[src/rtl/cmip_pkg.sv]
`timescale 1ns / 1ps

package cmip_pkg;

	// One character of a CIGAR string, with string framing.
	typedef struct packed {
		logic [7:0]  code_char;
		logic        first_of_string;
		logic [31:0] start_position;
		logic        end_of_string;
	} item_t;

	// One reported result.
	typedef struct packed {
		logic [1:0]  result_kind;
		logic [31:0] interval_begin;
		logic [31:0] interval_finish;
		logic        last_of_string;
	} result_t;

	localparam logic [1:0] KIND_MATCH = 2'd0;
	localparam logic [1:0] KIND_OK    = 2'd1;
	localparam logic [1:0] KIND_FAIL  = 2'd2;

	localparam logic [7:0] CH_ZERO = 8'h30;
	localparam logic [7:0] CH_NINE = 8'h39;
	localparam logic [7:0] CH_M    = 8'h4D;
	localparam logic [7:0] CH_N    = 8'h4E;
	localparam logic [7:0] CH_D    = 8'h44;
	localparam logic [7:0] CH_I    = 8'h49;
	localparam logic [7:0] CH_S    = 8'h53;

	localparam logic [31:0] RUN_MAX       = 32'hFFFF_FFFF;
	localparam logic [15:0] MIN_MATCH_RST = 16'd5;

endpackage

[src/rtl/cmip_result_fifo.sv]
`timescale 1ns / 1ps

module cmip_result_fifo (
	input  logic              clk,
	input  logic              arst_n,
	input  logic [1:0]        push_count,
	input  cmip_pkg::result_t push_first,
	input  cmip_pkg::result_t push_second,
	output logic              room_two,
	output logic              out_valid,
	input  logic              out_ready,
	output cmip_pkg::result_t out_data
);

	localparam int DEPTH = 4;
	localparam int PTR_BITS = $clog2(DEPTH);

	cmip_pkg::result_t entries_q [DEPTH];

	logic [PTR_BITS-1:0] rd_ptr_q;
	logic [PTR_BITS-1:0] wr_ptr_q;
	logic [PTR_BITS-1:0] wr_next;
	logic [PTR_BITS:0]   count_q;
	logic                pop;

	assign wr_next   = wr_ptr_q + PTR_BITS'(1);
	assign out_valid = (count_q != '0);
	assign out_data  = entries_q[rd_ptr_q];
	assign pop       = out_valid && out_ready;
	// Decided from the registered count alone, so it never waits on the output side.
	assign room_two  = (count_q <= (PTR_BITS+1)'(DEPTH - 2));

	always_ff @(posedge clk) begin
		if (push_count != 2'd0) begin
			entries_q[wr_ptr_q] <= push_first;
		end
		if (push_count == 2'd2) begin
			entries_q[wr_next] <= push_second;
		end
	end

	always_ff @(posedge clk or negedge arst_n) begin
		if (!arst_n) begin
			rd_ptr_q <= '0;
			wr_ptr_q <= '0;
			count_q  <= '0;
		end else begin
			wr_ptr_q <= wr_ptr_q + PTR_BITS'(push_count);
			if (pop) begin
				rd_ptr_q <= rd_ptr_q + PTR_BITS'(1);
			end
			count_q <= count_q + (PTR_BITS+1)'(push_count) - (PTR_BITS+1)'(pop);
		end
	end

endmodule

[src/rtl/cigar_match_interval_parser.sv]
`timescale 1ns / 1ps

// Channel   Direction  Signals                              Content
// item      sink       item_valid, item_ready, item         one CIGAR character
// result    source     result_valid, result_ready, result   interval or status
// cfg       sink       cfg_valid, cfg_ready, cfg_data       min_match_length
//
// Each character is decoded in the cycle it is taken and its results land in a
// four-entry result queue, so one character per cycle is sustained unless the queue backs up.
// A match that fails the length check yields two results, its interval and a failure.
// item_ready drops only while the queue has fewer than two free entries.
// Reset clears position and run length, arms the minimum at 5 and waits for a string start.

module cigar_match_interval_parser #(
	parameter int POSITION_BITS = 32
) (
	input  logic              clk,
	input  logic              arst_n,
	input  logic              item_valid,
	output logic              item_ready,
	input  cmip_pkg::item_t   item,
	output logic              result_valid,
	input  logic              result_ready,
	output cmip_pkg::result_t result,
	input  logic              cfg_valid,
	output logic              cfg_ready,
	input  logic [15:0]       cfg_data
);

	localparam int WIDE = (POSITION_BITS > 32) ? POSITION_BITS : 32;

	logic [POSITION_BITS-1:0] pos_q;
	logic [31:0]              run_q;
	logic                     dead_q;
	logic [15:0]              min_q;

	logic                     accept;
	logic [WIDE-1:0]          start_wide;
	logic [WIDE-1:0]          run_wide;
	logic [WIDE-1:0]          pos_wide;
	logic [WIDE-1:0]          sum_wide;
	logic [POSITION_BITS-1:0] pos_base;
	logic [POSITION_BITS-1:0] pos_sum;
	logic [31:0]              run_base;
	logic                     dead_base;
	logic [35:0]              run_times_ten;
	logic [31:0]              run_digit;
	logic                     is_digit;

	logic [POSITION_BITS-1:0] pos_d;
	logic [31:0]              run_d;
	logic                     dead_d;
	logic [1:0]               push_count;
	cmip_pkg::result_t        res_first;
	cmip_pkg::result_t        res_second;
	logic                     room_two;

	assign item_ready = room_two;
	assign cfg_ready  = 1'b1;
	assign accept     = item_valid && item_ready;

	// A string start replaces the carried state before its character is decoded.
	assign start_wide = WIDE'(item.start_position);
	assign pos_base   = item.first_of_string ? start_wide[POSITION_BITS-1:0] : pos_q;
	assign run_base   = item.first_of_string ? 32'd0 : run_q;
	assign dead_base  = item.first_of_string ? 1'b0 : dead_q;

	assign run_wide = WIDE'(run_base);
	assign pos_sum  = pos_base + run_wide[POSITION_BITS-1:0];
	assign pos_wide = WIDE'(pos_base);
	assign sum_wide = WIDE'(pos_sum);

	assign is_digit      = (item.code_char >= cmip_pkg::CH_ZERO) &&
		(item.code_char <= cmip_pkg::CH_NINE);
	assign run_times_ten = (36'(run_base) << 3) + (36'(run_base) << 1) +
		36'(item.code_char - cmip_pkg::CH_ZERO);
	assign run_digit     = (run_times_ten[35:32] != 4'd0) ? cmip_pkg::RUN_MAX :
		run_times_ten[31:0];

	always_comb begin
		pos_d      = pos_base;
		run_d      = run_base;
		dead_d     = dead_base;
		push_count = 2'd0;
		res_first  = '0;
		res_second = '0;
		res_second.result_kind    = cmip_pkg::KIND_FAIL;
		res_second.last_of_string = 1'b1;
		if (!dead_base) begin
			if (item.end_of_string) begin
				res_first.result_kind    = cmip_pkg::KIND_OK;
				res_first.last_of_string = 1'b1;
				push_count = 2'd1;
				dead_d     = 1'b1;
				run_d      = 32'd0;
			end else begin
				case (item.code_char)
					cmip_pkg::CH_M: begin
						res_first.result_kind     = cmip_pkg::KIND_MATCH;
						res_first.interval_begin  = pos_wide[31:0];
						res_first.interval_finish = sum_wide[31:0];
						pos_d = pos_sum;
						run_d = 32'd0;
						if (run_base < 32'(min_q)) begin
							push_count = 2'd2;
							dead_d     = 1'b1;
						end else begin
							push_count = 2'd1;
						end
					end
					cmip_pkg::CH_N, cmip_pkg::CH_D: begin
						pos_d = pos_sum;
						run_d = 32'd0;
					end
					cmip_pkg::CH_I, cmip_pkg::CH_S: begin
						run_d = 32'd0;
					end
					default: begin
						if (is_digit) begin
							run_d = run_digit;
						end else begin
							res_first.result_kind    = cmip_pkg::KIND_FAIL;
							res_first.last_of_string = 1'b1;
							push_count = 2'd1;
							dead_d     = 1'b1;
							run_d      = 32'd0;
						end
					end
				endcase
			end
		end
	end

	always_ff @(posedge clk or negedge arst_n) begin
		if (!arst_n) begin
			pos_q  <= '0;
			run_q  <= 32'd0;
			dead_q <= 1'b1;
			min_q  <= cmip_pkg::MIN_MATCH_RST;
		end else begin
			if (accept) begin
				pos_q  <= pos_d;
				run_q  <= run_d;
				dead_q <= dead_d;
			end
			if (cfg_valid && cfg_ready) begin
				min_q <= cfg_data;
			end
		end
	end

	cmip_result_fifo u_result_fifo (
		.clk         (clk),
		.arst_n      (arst_n),
		.push_count  (accept ? push_count : 2'd0),
		.push_first  (res_first),
		.push_second (res_second),
		.room_two    (room_two),
		.out_valid   (result_valid),
		.out_ready   (result_ready),
		.out_data    (result)
	);

endmodule
[config.mk]
export PLATFORM = sky130hd
export DESIGN_NAME = cigar_match_interval_parser
export DESIGN_NICKNAME = d
export VERILOG_FILES = /design/src/rtl/cmip_pkg.sv /design/src/rtl/cmip_result_fifo.sv /design/src/rtl/cigar_match_interval_parser.sv
export SDC_FILE = /design/constraint.sdc
export NUM_CORES = 1
export LEC_CHECK = 0
export BUFFER_PORTS_ARGS = -buffer_cell sky130_fd_sc_hd__clkbuf_2
export CELL_PAD_IN_SITES_DETAIL_PLACEMENT = 1
export CELL_PAD_IN_SITES_GLOBAL_PLACEMENT = 2
export CORE_MARGIN = 8
export CORE_UTILIZATION = 34
export DETAILED_ROUTE_END_ITERATION = 8
export GPL_ROUTABILITY_DRIVEN = 0
export GPL_TIMING_DRIVEN = 1
export PLACE_DENSITY = 0.82
export SLEW_MARGIN = 10
export SYNTH_ARGS = -nofsm -noshare
export SYNTH_HDL_FRONTEND = slang
export SYNTH_SLANG_ARGS = --single-unit
[constraint.sdc]
create_clock -name clk -period 3.56 [get_ports clk]
set_input_delay 0.178 -clock clk [delete_from_list [all_inputs] [get_ports clk]]
set_output_delay 0.178 -clock clk [all_outputs]
set_load 0.02 [all_outputs]
### Word-level counts from Yosys, hierarchy flattened

Memories as Yosys holds them, arrays and structs flattened.
Cells that the tools add are included.

* bits in registers: 88
* memory bits (writable): 268
* output and inout port bits: 70
* logic and storage cells: 70
* memories kept: 1

* add/subtract/negate cells: 9
* magnitude comparators: 4
* equality and inequality tests: 6
* muxes and demuxes: 34
* reduce and logical (&&, ||, !) cells: 9

Memories
* u_result_fifo.entries_q: depth 4, bits a word 67, rd ports 1, clocked after Yosys merged registers in 0, write ports 2, line cmip_result_fifo.sv:18 `cmip_pkg::result_t entries_q [DEPTH];`

Operators by type and width (count)
* $mux 32: 10
* $mux 64: 2
* $mux 67: 1
* $eq 8x7->1 const B: 5
* $add 35x33->36: 1
* $add 36x36->36: 1
* $add 32x32->32: 1
* $lt 32x16->1: 1
* $mux 2: 7
* $mux 1: 12
* $sub 8x6->9 const B: 1
* $ge 8x6->1 const B: 1
* $le 8x6->1 const B: 1
* $reduce_or 5->1: 1
* $add 2x1->2 const B: 2
* $pmux 2 s2: 1
* $reduce_bool 4->1: 1
* $reduce_or 4->1: 1
* $add 3x2->3: 1
* $le 3x2->1 const B: 1
* $logic_and 1x1->1: 3
* $reduce_bool 3->1: 1
* $reduce_or 3->1: 1
* $sub 3x1->3: 1
* other kinds (4): 4

### Depth between registers and ports, before layout

Gate-level depths: netlist of the first run.

* depth in word-level cells: 10
* depth in mapped cells: 20
* depth with buffers taken out: 16

### By module

Synthesis of the first run repeated with hierarchy kept, for this count alone.

* cells, all modules: 1769
* area total of the unflattened synthesis: 22371.5 um2

By module, submodules not included
* cmip_result_fifo: times used 1, cells an instance 689, area an instance 13327.8 um2, seq. area each 8222.9 um2
* cigar_match_interval_parser: times used 1, cells an instance 1080, area an instance 9043.7 um2, seq. area each 2030.7 um2

### Worst setup path before layout of the first run

Ideal clock, no wire load.

* kind: input-to-reg
* from: input item[33] (netlist bit)
* to: register run_q[25]
* arrival: 4.446 ns
* setup slack: -1.012 ns
* cell stages on the path: 17
* path through: buf_2 > clkbuf_1 > clkbuf_1 > clkbuf_1 > nor2b_1 > fa_1 > fa_1 > a211oi_1 > o211ai_1 > a31oi_2 > a2bb2oi_1 > a311oi_1 > xnor2_1 > a41oi_1 > a31oi_1 > buf_2 > a221o_1

* cells in the longest elaborated chain, start to end: 9
* elaborated cells on any way between the ends: 10
* those cells by class: add/sub: 2; mux: 7; reduce/logical: 1

RTL lines
* from (decl): line cigar_match_interval_parser.sv:21 `input cmip_pkg::item_t item,`
* $mux 32: line cigar_match_interval_parser.sv:65 `assign run_base = item.first_of_string ? 32'd0 : run_q;`
* $add 35x33->36: line cigar_match_interval_parser.sv:75 `assign run_times_ten = (36'(run_base) << 3) + (36'(run_base) << 1) +`
* $add 36x36->36: line cigar_match_interval_parser.sv:75
* $reduce_bool 4->1: line cigar_match_interval_parser.sv:77 `assign run_digit = (run_times_ten[35:32] != 4'd0) ? cmip_pkg::RUN_MAX :`
* $mux 32: line cigar_match_interval_parser.sv:77
* $mux 32: line cigar_match_interval_parser.sv:119 `if (is_digit) begin`
* $mux 32: line cigar_match_interval_parser.sv:97 `case (item.code_char)`
* $mux 32: line cigar_match_interval_parser.sv:90 `if (item.end_of_string) begin`
* $mux 32 (*): line cigar_match_interval_parser.sv:89 `if (!dead_base) begin`
* to (signal assigned): line cigar_match_interval_parser.sv:143 `run_q <= run_d;`
* to (decl): line cigar_match_interval_parser.sv:33 `logic [31:0] run_q;`

Mark *: on every way between the ends. The rest lies on a longest branch, timed or not.
A chain may end at the register's enable or synchronous reset.

### Worst setup path in the final report of the first run

* from: register run_q[10]
* to: register run_q[19]

* cells in the longest elaborated chain, start to end: 9

RTL lines (line)
* $mux 32 (*): cigar_match_interval_parser.sv:65
* $add 35x33->36 (*): cigar_match_interval_parser.sv:75
* $add 36x36->36 (*): cigar_match_interval_parser.sv:75
* $reduce_bool 4->1: cigar_match_interval_parser.sv:77
* $mux 32 (*): cigar_match_interval_parser.sv:77
* $mux 32 (*): cigar_match_interval_parser.sv:119
* $mux 32 (*): cigar_match_interval_parser.sv:97
* $mux 32 (*): cigar_match_interval_parser.sv:90
* $mux 32 (*): cigar_match_interval_parser.sv:89

Marks and branches as above.

==> qor.yml, run 1 <==
grt_overflow: 0
min_from: "result_ready"
syn2layout_area_growth_pct: 32.4
synthesis.nets: 2496
worstPathMaxFanout: 8
synthesis.instances: 2310
path_clk_slew_ns: 0.06
postRouteAntennaNets: 0
synth-edff-count: 0
violations: "setup timing"
pwr-share-seq_pct: 35.2
slowest_stage: "fa_1"
vias_per_cell: 5.47
drive_gt1_share_pct: 28.3
first_pass_iters: 5
powerDensity_nw_per_um2: 516
slew_viol_final: 0
fillers: 6835
antenna_found_initial: 1
io_pins: 133
r2r_start: "run_q[10]"
ys.flop_type: "dfxtp_1"
numCtsBuffers: 40
yosys_warnings: 0
arrival_ns: 4.20
clock-root-buffer: "clkbuf_16"
drc: 0
die_h_um: 259
p_sw_w: 0.00474
clk_latency_ns: 0.56
core_um2: 58600
endpoint_kind: "flop"
htreeDepth: 2
hold_viol_final: 0
min_period_over_period_pct: 106
hp-class: "input pin to flop"
portBuffers: 131
relSlewSlack_pct: 42.8
design.die.area_um2: 66900
std_cell_rows: 89
cap_violations: 0
status: "finished with violations"
grt_usage_pct: 23.0
combPwrFrac_pct: 32.7
clock_path_buffers: 3
synth_common_cells: "nand2_1 (465), a21oi_1 (310), dfxtp_1 (268)"
placed_area_um2: 24400
hold_ws_ns: 0.0434
grt_pass1_wl_um: 123000
drt_iter0_drc: 1233
cts_num_sinks: 356
ys_seq_area_share_pct: 37.8
ys_ff_latch: 356
n_antenna_cell: 0
worstPathRequired_ns: 3.98
slowest_delay_ns: 0.49
reg2reg_to: "run_q[19]"
cp-start-kind: "flop"
syn-cell-area_um2: 20000
synthTopCellsByArea: "dfxtp_1 (27%), dfrtp_1 (11%), nand2_1 (8.7%)"
routed-via-count: 19400
finalWorstSetupSlack_ns: -0.228
async_reset_ff_share_pct: 24.7
leakagePower_nw: 11.6
crit_type: "flop to flop"
rsz0062_at_grt: "true"
dp_hpwl_um: 56600
crit_top_cell: "buf_4"
r2r_slack_ns: -0.23
setup_viol: 33
wirelength_um: 78900
synth_area_per_cell_um2: 8.67
hold_depth: 3
swShare_pct: 34.7
worstMarginPinSlew_ns: 0.858
ir_worst_vdd_mv: 0.385
finalNetCount: 2934
grt_pass1_vias: 20900
synth_most_common_cell: "nand2_1"
synthDistinctLibCells: 83
fp.dieW_um: 259
fin_crit_ns: 3.79
yosys.area.top_type: "dfxtp_1"
setup.worst_path.start: "run_q[10]"
hold_end: "u_result_fifo.rd_ptr_q[0]"
path_cells: "nor2b_4, fa_1, ha_4, and4_4, and3_4, o211ai_2, buf_4, buf_4, buf_4, a211oi_1, nor4_1, xor2_1, a31oi_4, buf_6, a221o_1"
final_cell_area_um2: 26500
clock_skew_ns: 0.0238
grt_max_degree: 53
internal-power_w: 0.00894
max_freq_mhz: 264
clkPwrFrac_pct: 32.1
routedWlPerCell_um: 22.2
synthDominantCellAreaShare_pct: 26.8
start_util_pct: 34.2
cts_tree: "yes"
r2r_cells: 15
worst max-delay path by stage:
stage                      to  slack (ns)  cells past startpoint
global placement     run_q[1]       -0.60                     16
global route        run_q[19]       -0.37                     13
detailed placement  run_q[13]       -0.81                     17
floorplan           run_q[24]       -0.55                     15
finish              run_q[19]       -0.23                     15
CTS                 run_q[25]       -0.28                     13
through the flow:
stage	TNS [ns]	utilization (%)	instances	setup slack [ns]	power (W)
2_1_floorplan	-17.34	-	2310	-0.552	0.00712
3_3_place_gp	-28.21	41.6	3440	-0.600	0.00894
3_5_place_dp	-40.69	41.6	3440	-0.807	0.00912
4_1_cts	-8.39	44.9	3546	-0.278	0.0136
5_1_grt	-11.33	45.2	3551	-0.373	0.0143
6_report	-6.55	45.2	3551	-0.228	0.0137
per-layer routing:
metal	GRT usage, %	vias to the layer above	routed length, um
met4	8.76	2	2890
met1	29.4	9877	34200
li1	-	8957	-
met5	0	-	13
met3	2.36	126	3060
met2	39.8	451	38800
sequential cells by signal, indices dropped and copies added (netlist names):
signal                   count
dead_q                       1
min_q                       16
pos_q                       32
run_q                       32
u_result_fifo.count_q        3
u_result_fifo.entries_q    268
u_result_fifo.rd_ptr_q       2
u_result_fifo.wr_ptr_q       2
cells by family after synthesis:
| logic type | after synthesis | share of synthesized area, % |
|---|---|---|
| simple gates | 858 | 18.4 |
| other cells | 1 | 0.0187 |
| buf+inv | 220 | 4.39 |
| xor+xnor | 68 | 2.97 |
| mux | 108 | 9.64 |
| flops | 356 | 37.8 |
| compound gates | 576 | 17.8 |
| fa+ha+maj | 123 | 8.92 |
what timing repair did:
item                                   CTS  global route
setup buffers                           14             7
setup endpoints to repair               40            91
pin swaps                               16            13
gates resized for setup                 28            48
endpoints found under the hold margin   63             0
gates cloned                             2             0
hold buffers                            18             0
cells in the final DEF (no fill, tap or decap), drive strengths merged, types with 5 or more instances in the layout:
| cell type | count |
|---|---|
| mux2i | 32 |
| and2 | 5 |
| or4 | 6 |
| dlygate4sd3 | 18 |
| nand2 | 466 |
| nor2b | 36 |
| xnor2 | 38 |
| a22o | 21 |
| or3 | 14 |
| nor4 | 10 |
| dfxtp | 268 |
| and4 | 5 |
| buf | 395 |
| mux4 | 67 |
| a21o | 30 |
| a22oi | 5 |
| clkbuf | 190 |
| o21bai | 8 |
| nand4 | 14 |
| a211oi | 17 |
| dfrtp | 85 |
| o21a | 6 |
| inv | 73 |
| o211ai | 6 |
| and3 | 12 |
| o22ai | 7 |
| ha | 90 |
| nor2 | 206 |
| fa | 33 |
| nand2b | 9 |
| a21oi | 310 |
| mux2 | 9 |
| a31oi | 8 |
| o21ai | 75 |
| xor2 | 30 |
| a221o | 36 |
| o2bb2ai | 8 |
| nand3 | 24 |
| nor3 | 42 |
| clkinv | 8 |
critical path: cells and delay by family, from the launching register on:
family	cells	cell delay, ns
compound gates	4	0.79
xor+xnor	1	0.30
fa+ha+maj	2	0.79
buf+inv	4	0.58
flops	1	0.37
simple gates	4	0.81
power groups by stage:
stage / clock (W) / sequential [W] / combinational (W)
after CTS: 0.00447 / 0.00479 / 0.00436
after detailed placement: 0 / 0.00487 / 0.00425
final: 0.00440 / 0.00481 / 0.00447
after floorplan: 0 / 0.00456 / 0.00256
after global placement: 0 / 0.00484 / 0.00410
after global routing: 0.00462 / 0.00485 / 0.00481
final cells by class:
| class | count | area, um2 | share of cell area, % |
|---|---|---|---|
| flip-flops and latches | 356 | 7580 | 28.6 |
| inverters | 73 | 278 | 1.05 |
| multi-input cells | 1734 | 12200 | 46.0 |
| well taps | 773 | 967 | 3.65 |
| clock buffers | 60 | 1250 | 4.72 |
| repair buffers | 543 | 4090 | 15.4 |
| clock inverters | 12 | 156 | 0.590 |
Power figures use the tool's default switching activity.
==> inputs of run 2 (changes only) <==
ABC_AREA = 1   (was unset)
CORE_UTILIZATION = 31   (was 34)
==> run 2 against run 1 <==
- critical endpoint unchanged
- power up 75%
- sequential share of layout area fell by 0.57 points
- maximum frequency is 10% higher
- register-to-register slack improved by 0.36 ns
- first-iteration DRC count is 33% higher
- critical path type unchanged
- via count rose by 23%
- the run now ends clean
- hold slack lost 0.0094 ns
- largest cell class unchanged
- count of clock-buffer cells in the layout grew 10
==> qor.yml, run 2 <==
slew_viol_final: 0
setup_viol: 0
final_core_util_pct: 37.1
ir_worst_vdd_mv: 0.572
r2r_slack_ns: 0.13
die_h_um: 287
wirelength_um: 92700
clock-root-buffer: "clkbuf_16"
leakagePower_nw: 13.8
synth_common_cells: "nand2_1 (751), nor2_1 (562), a21oi_1 (369)"
ys.flop_type: "dfxtp_1"
cts_num_sinks: 356
ys_seq_area_share_pct: 33.3
yosys.area.top_type: "dfxtp_1"
clock_skew_ns: 0.0195
design.die.area_um2: 82400
multiInputGateArea_um2: 13400
hold_viol_final: 0
routedWlPerCell_um: 20.1
reg2reg_to: "run_q[19]"
fin_crit_ns: 3.43
grt_overflow: 0
final_common_cell: "nand2_1"
ys_ff_latch: 356
fillers: 9392
synthDominantCellAreaShare_pct: 23.6
r2r_cells: 19
r2r_start: "run_q[6]"
postRouteAntennaNets: 0
powerDensity_nw_per_um2: 885
endpoint_kind: "flop"
rsz0062_at_grt: "true"
async_reset_ff_share_pct: 24.7
core_um2: 72800
htreeDepth: 2
max_freq_mhz: 291
path_clk_slew_ns: 0.06
std_cell_rows: 99
yosys_warnings: 0
final_cell_area_um2: 27000
worstMarginPinSlew_ns: 0.910
min_from: "item[34]"
synth_area_per_cell_um2: 6.59
syn-cell-area_um2: 22800
min_period_over_period_pct: 96.4
status: "completed"
hold_ws_ns: 0.0340
vias_per_cell: 5.20
routed-via-count: 23900
synthesis.instances: 3455
cts_tree: "yes"
grt_usage_pct: 21.8
grt_max_degree: 131
drc: 0
crit_type: "flop to flop"
reg.largest.list: "u_result_fifo.entries_q (268), pos_q (32), run_q (32)"
arrival_ns: 3.91
antenna_found_initial: 2
synthTopCellsByArea: "dfxtp_1 (24%), nand2_1 (12%), dfrtp_1 (9.3%)"
grt_pass1_wl_um: 143000
top_register: "u_result_fifo.entries_q"
dp_hpwl_um: 65100
hp-class: "input pin to flop"
drt_iter0_drc: 1638
synthesis.nets: 3641
register_area_um2: 7580
numCtsBuffers: 44
cp-start-kind: "flop"
largest_reg_flops: 268
fp.dieW_um: 287
synth-edff-count: 0
synthDistinctLibCells: 47
layout_common_cells: "nand2_1 (749), nor2_1 (544), a21oi_1 (360)"
grt_pass1_vias: 23900
clk_latency_ns: 0.59
drive_gt1_share_pct: 12.9
worstPathMaxFanout: 16
relSlewSlack_pct: 39.2
worstPathRequired_ns: 4.03
finalNetCount: 3795
tns_ns: 0
syn2layout_area_growth_pct: 18.7
placed_area_um2: 25200
first_pass_iters: 5
hold_end: "run_q[0]"
portBuffers: 131
hold_depth: 5
start_util_pct: 31.3
io_pins: 133
cap_violations: 0
synth_most_common_cell: "nand2_1"
clock_path_buffers: 3
==> run 2: cell count changes after synthesis, sizes merged, moves of 54 or more <==
| cell | delta |
|---|---|
| nor2 | +360 |
| o22ai | +54 |
| nand3 | +329 |
| mux4 | -67 |
| a21oi | +59 |
| inv | +170 |
| o21ai | +182 |
| nand2 | +289 |
==> run 2: logic make-up (layout without fill, tap and decap cells) <==
kind of cell / count (synthesis) / in the layout / synth area share (%)
AND/OR/NAND/NOR: 1744 / 1744 / 31.7
AO/OA/AOI/OAI: 718 / 718 / 16.5
buffers and inverters: 461 / 649 / 8.75
flip-flops: 356 / 356 / 33.3
adder cells (fa/ha/maj): 123 / 123 / 7.85
XOR/XNOR: 48 / 48 / 1.85
multiplexers: 4 / 4 / 0.181
other: 1 / 2 / 0.0165
==> run 2: worst max-delay path, stage by stage (launching register included) <==
cell	delay (ns)
dfrtp_1	0.36
inv_1	0.06
nor2_1	0.18
buf_4	0.20
fa_1	0.40
ha_2	0.39
a21oi_2	0.07
buf_4	0.13
o21a_1	0.16
nand2_1	0.10
nand2_1	0.06
nand2_1	0.15
nand3_1	0.12
nand3_1	0.09
nand2_1	0.09
nor2_4	0.24
clkbuf_16	0.26
nand3_1	0.10
nand2_1	0.08
nand2_1	0.05
==> run 2: worst max-delay path by stage <==
stage | startpoint | end | cells past startpoint
floorplan | item[38] | run_q[10] | 19
global placement | item[33] | u_result_fifo.entries_q[0][53] | 14
detailed placement | item[33] | run_q[18] | 19
CTS | run_q[12] | run_q[19] | 18
global route | run_q[9] | run_q[17] | 17
finish | run_q[6] | run_q[19] | 19
==> run 2: metal layers <==
metal  wire length (um)  global-route usage [%]  vias up
met1              44100                    30.8    11700
met3               4020                    2.47      117
met5                  0                       0        -
li1                   -                       -    11600
met4               2370                    5.79        0
met2              42300                    35.0      485
==> run 2: repair_timing <==
| action | CTS | global route |
|---|---|---|
| hold buffers | 17 | 0 |
| endpoints found under the setup margin | 0 | 67 |
| resized for setup | 0 | 42 |
| hold endpoints to repair | 69 | 0 |
| buffers inserted | 0 | 1 |
==> run 2: power breakdown <==
| part | switching [W] | total, W | internal, W | leakage, nW |
|---|---|---|---|---|
| Sequential | 0.000975 | 0.00695 | 0.00598 | 3.36 |
| Combinational | 0.00831 | 0.0124 | 0.00405 | 9.69 |
| Clock | 0.00190 | 0.00459 | 0.00270 | 0.719 |
==> run 2: layout make-up <==
| class | instances | area share [%] |
|---|---|---|
| inverter | 245 | 3.42 |
| clock buffer | 70 | 5.04 |
| multi-input combinational | 2638 | 49.8 |
| clock inverter | 10 | 0.347 |
| sequential | 356 | 28.0 |
| timing repair buffer | 324 | 8.96 |
| tap | 959 | 4.44 |
| antenna | 1 | 0.00926 |
==> run 2: per-stage QoR <==
stage / worst slack [ns] / total power [W] / std cells
3_5_place_dp: -0.0973 / 0.0192 / 4502
2_1_floorplan: 0.0209 / 0.0149 / 3455
4_1_cts: 0.0298 / 0.0239 / 4599
5_1_grt: -0.0858 / 0.0257 / 4602
3_3_place_gp: -0.0283 / 0.0190 / 4502
6_report: 0.129 / 0.0239 / 4603
==> inputs of run 3 (changes only) <==
HOLD_SLACK_MARGIN = 0.03   (was unset)
SETUP_SLACK_MARGIN = 0.2   (was unset)
==> run 3 against run 2 <==
- hold slack better by 0.018 ns
- via count fell by 0.26%
- combinational power barely moved
- routed wire length up 0.66%
- first-iteration DRC count is 9.6% lower
- power increased by 0.99%
- sequential share of layout area fell by 0.26 points
- largest cell class unchanged
- maximum frequency increased by 5.0%
- critical path type unchanged
- flip-flop and latch count unchanged
- register-to-register slack better by 0.16 ns
==> qor.yml, run 3 (synthesis gave the netlist of run 2 again) <==
status: "completed"
grt_max_degree: 131
reg.largest.list: "u_result_fifo.entries_q (268), pos_q (32), run_q (32)"
clk_latency_ns: 0.61
start_util_pct: 31.3
drive_gt1_share_pct: 14.3
design.die.area_um2: 82400
fin_cells: 4584
dp_hpwl_um: 64100
drt_iter0_drc: 1481
grt_overflow: 0
portBuffers: 131
crit_type: "flop to flop"
routedWlPerCell_um: 20.4
first_pass_iters: 5
grt_pass1_wl_um: 142000
pre_cts_slack_ns: 0.0295
cp-start-kind: "flop"
powerDensity_nw_per_um2: 885
worstPathRequired_ns: 4.04
ir_worst_vdd_mv: 0.726
cts_tree: "yes"
grt_usage_pct: 21.6
leakagePower_nw: 13.7
finalNetCount: 3776
wl_met1_um: 43900
rsz0062_at_grt: "false"
worstPathMaxFanout: 8
tns_ns: 0
clock-root-buffer: "clkbuf_16"
worstMarginPinSlew_ns: 1.01
std_cell_rows: 99
io_pins: 133
fin_crit_ns: 3.27
endpoint_kind: "flop"
final_common_cell: "nand2_1"
die_h_um: 287
postRouteAntennaNets: 0
top_register: "u_result_fifo.entries_q"
finalWorstSetupSlack_ns: 0.292
min_period_over_period_pct: 91.8
path_clk_slew_ns: 0.06
dpl.cell_count: 4476
syn2layout_area_growth_pct: 19.8
antenna_found_initial: 4
routed-via-count: 23900
setup_viol: 0
relSlewSlack_pct: 32.6
dr_wl_met3_um: 4370
vias_per_cell: 5.21
fp.dieW_um: 287
hold_viol_final: 0
numCtsBuffers: 45
layout_common_cells: "nand2_1 (732), nor2_1 (536), a21oi_1 (350)"
arrival_ns: 3.75
core_um2: 72800
clock_path_buffers: 3
placed_area_um2: 25000
largest_reg_flops: 268
hp-class: "input pin to flop"
clock_skew_ns: 0.0297
final_cell_area_um2: 27300
dr.max_layer_used: "met5"
routed-wl-met2_um: 42400
htreeDepth: 2
cap_violations: 0
drc: 0
slew_viol_final: 0
grt_pass1_vias: 23800
cts_num_sinks: 356
max_freq_mhz: 306
wirelength_um: 93300
run 3: critical path: stages, from the launching register on:
cell,delay [ns]
dfrtp_1,0.39
inv_1,0.07
nor2_1,0.05
buf_4,0.17
fa_1,0.53
ha_4,0.33
nand2_1,0.11
nor4_1,0.31
nand2_1,0.13
nand2_2,0.09
nand3_1,0.10
nand3_1,0.09
nand2_1,0.09
nor2_4,0.25
clkbuf_16,0.23
nand3_1,0.08
nand2_1,0.08
nand2_1,0.05
run 3: layer usage:
layer / vias up / GRT usage, %
met5: - / 0
met4: 2 / 5.81
met3: 141 / 3.15
met2: 472 / 35.2
met1: 11700 / 29.7
li1: 11600 / -
run 3: power by group:
part | internal, W | switching [W] | total [W]
sequential | 0.00598 | 0.000975 | 0.00695
combinational | 0.00409 | 0.00842 | 0.0125
clock | 0.00270 | 0.00198 | 0.00468
total | 0.0128 | 0.0114 | 0.0241
run 3: per-stage QoR:
step | total power [W] | util, % | hold slack, ns
6_report | 0.0241 | 37.5 | 0.0523
3_5_place_dp | 0.0191 | 34.3 | 0.0781
5_1_grt | 0.0260 | 37.5 | 0.0731
4_1_cts | 0.0240 | 36.6 | 0.0373
3_3_place_gp | 0.0189 | 34.3 | 0.0769
2_1_floorplan | 0.0149 | - | -0.118
run 3: worst paths after layout:
kind                                                 from                              to  slack [ns]  depth (start not counted)
min in group asynchronous                          arst_n                       pos_q[15]        0.19                          3
max reg2reg                                     run_q[13]                       run_q[17]        0.29                         17
max                                             run_q[13]                       run_q[17]        0.29                         17
min reg2reg                u_result_fifo.entries_q[2][66]  u_result_fifo.entries_q[2][66]        0.46                          2
min                                              item[34]                        run_q[0]        0.05                          5
max in group asynchronous                          arst_n                       pos_q[24]        2.21                          3
run 3: area by class of cell:
class / instances / area (um2)
clock buffers: 67 / 1340
multi-input cells: 2638 / 13800
diodes: 1 / 2.50
flip-flops and latches: 356 / 7580
repair buffers: 304 / 2320
clock inverters: 14 / 163
well taps: 959 / 1200
inverters: 245 / 925
fillers: 9311 / 45600
run 3: what timing repair did:
item | CTS | global route
pin swaps | 0 | 19
gates cloned | 0 | 4
setup buffers | 0 | 4
hold endpoints to repair | 101 | 0
hold buffers | 18 | 0
gates resized for setup | 3 | 130
endpoints found under the setup margin | 5 | 118
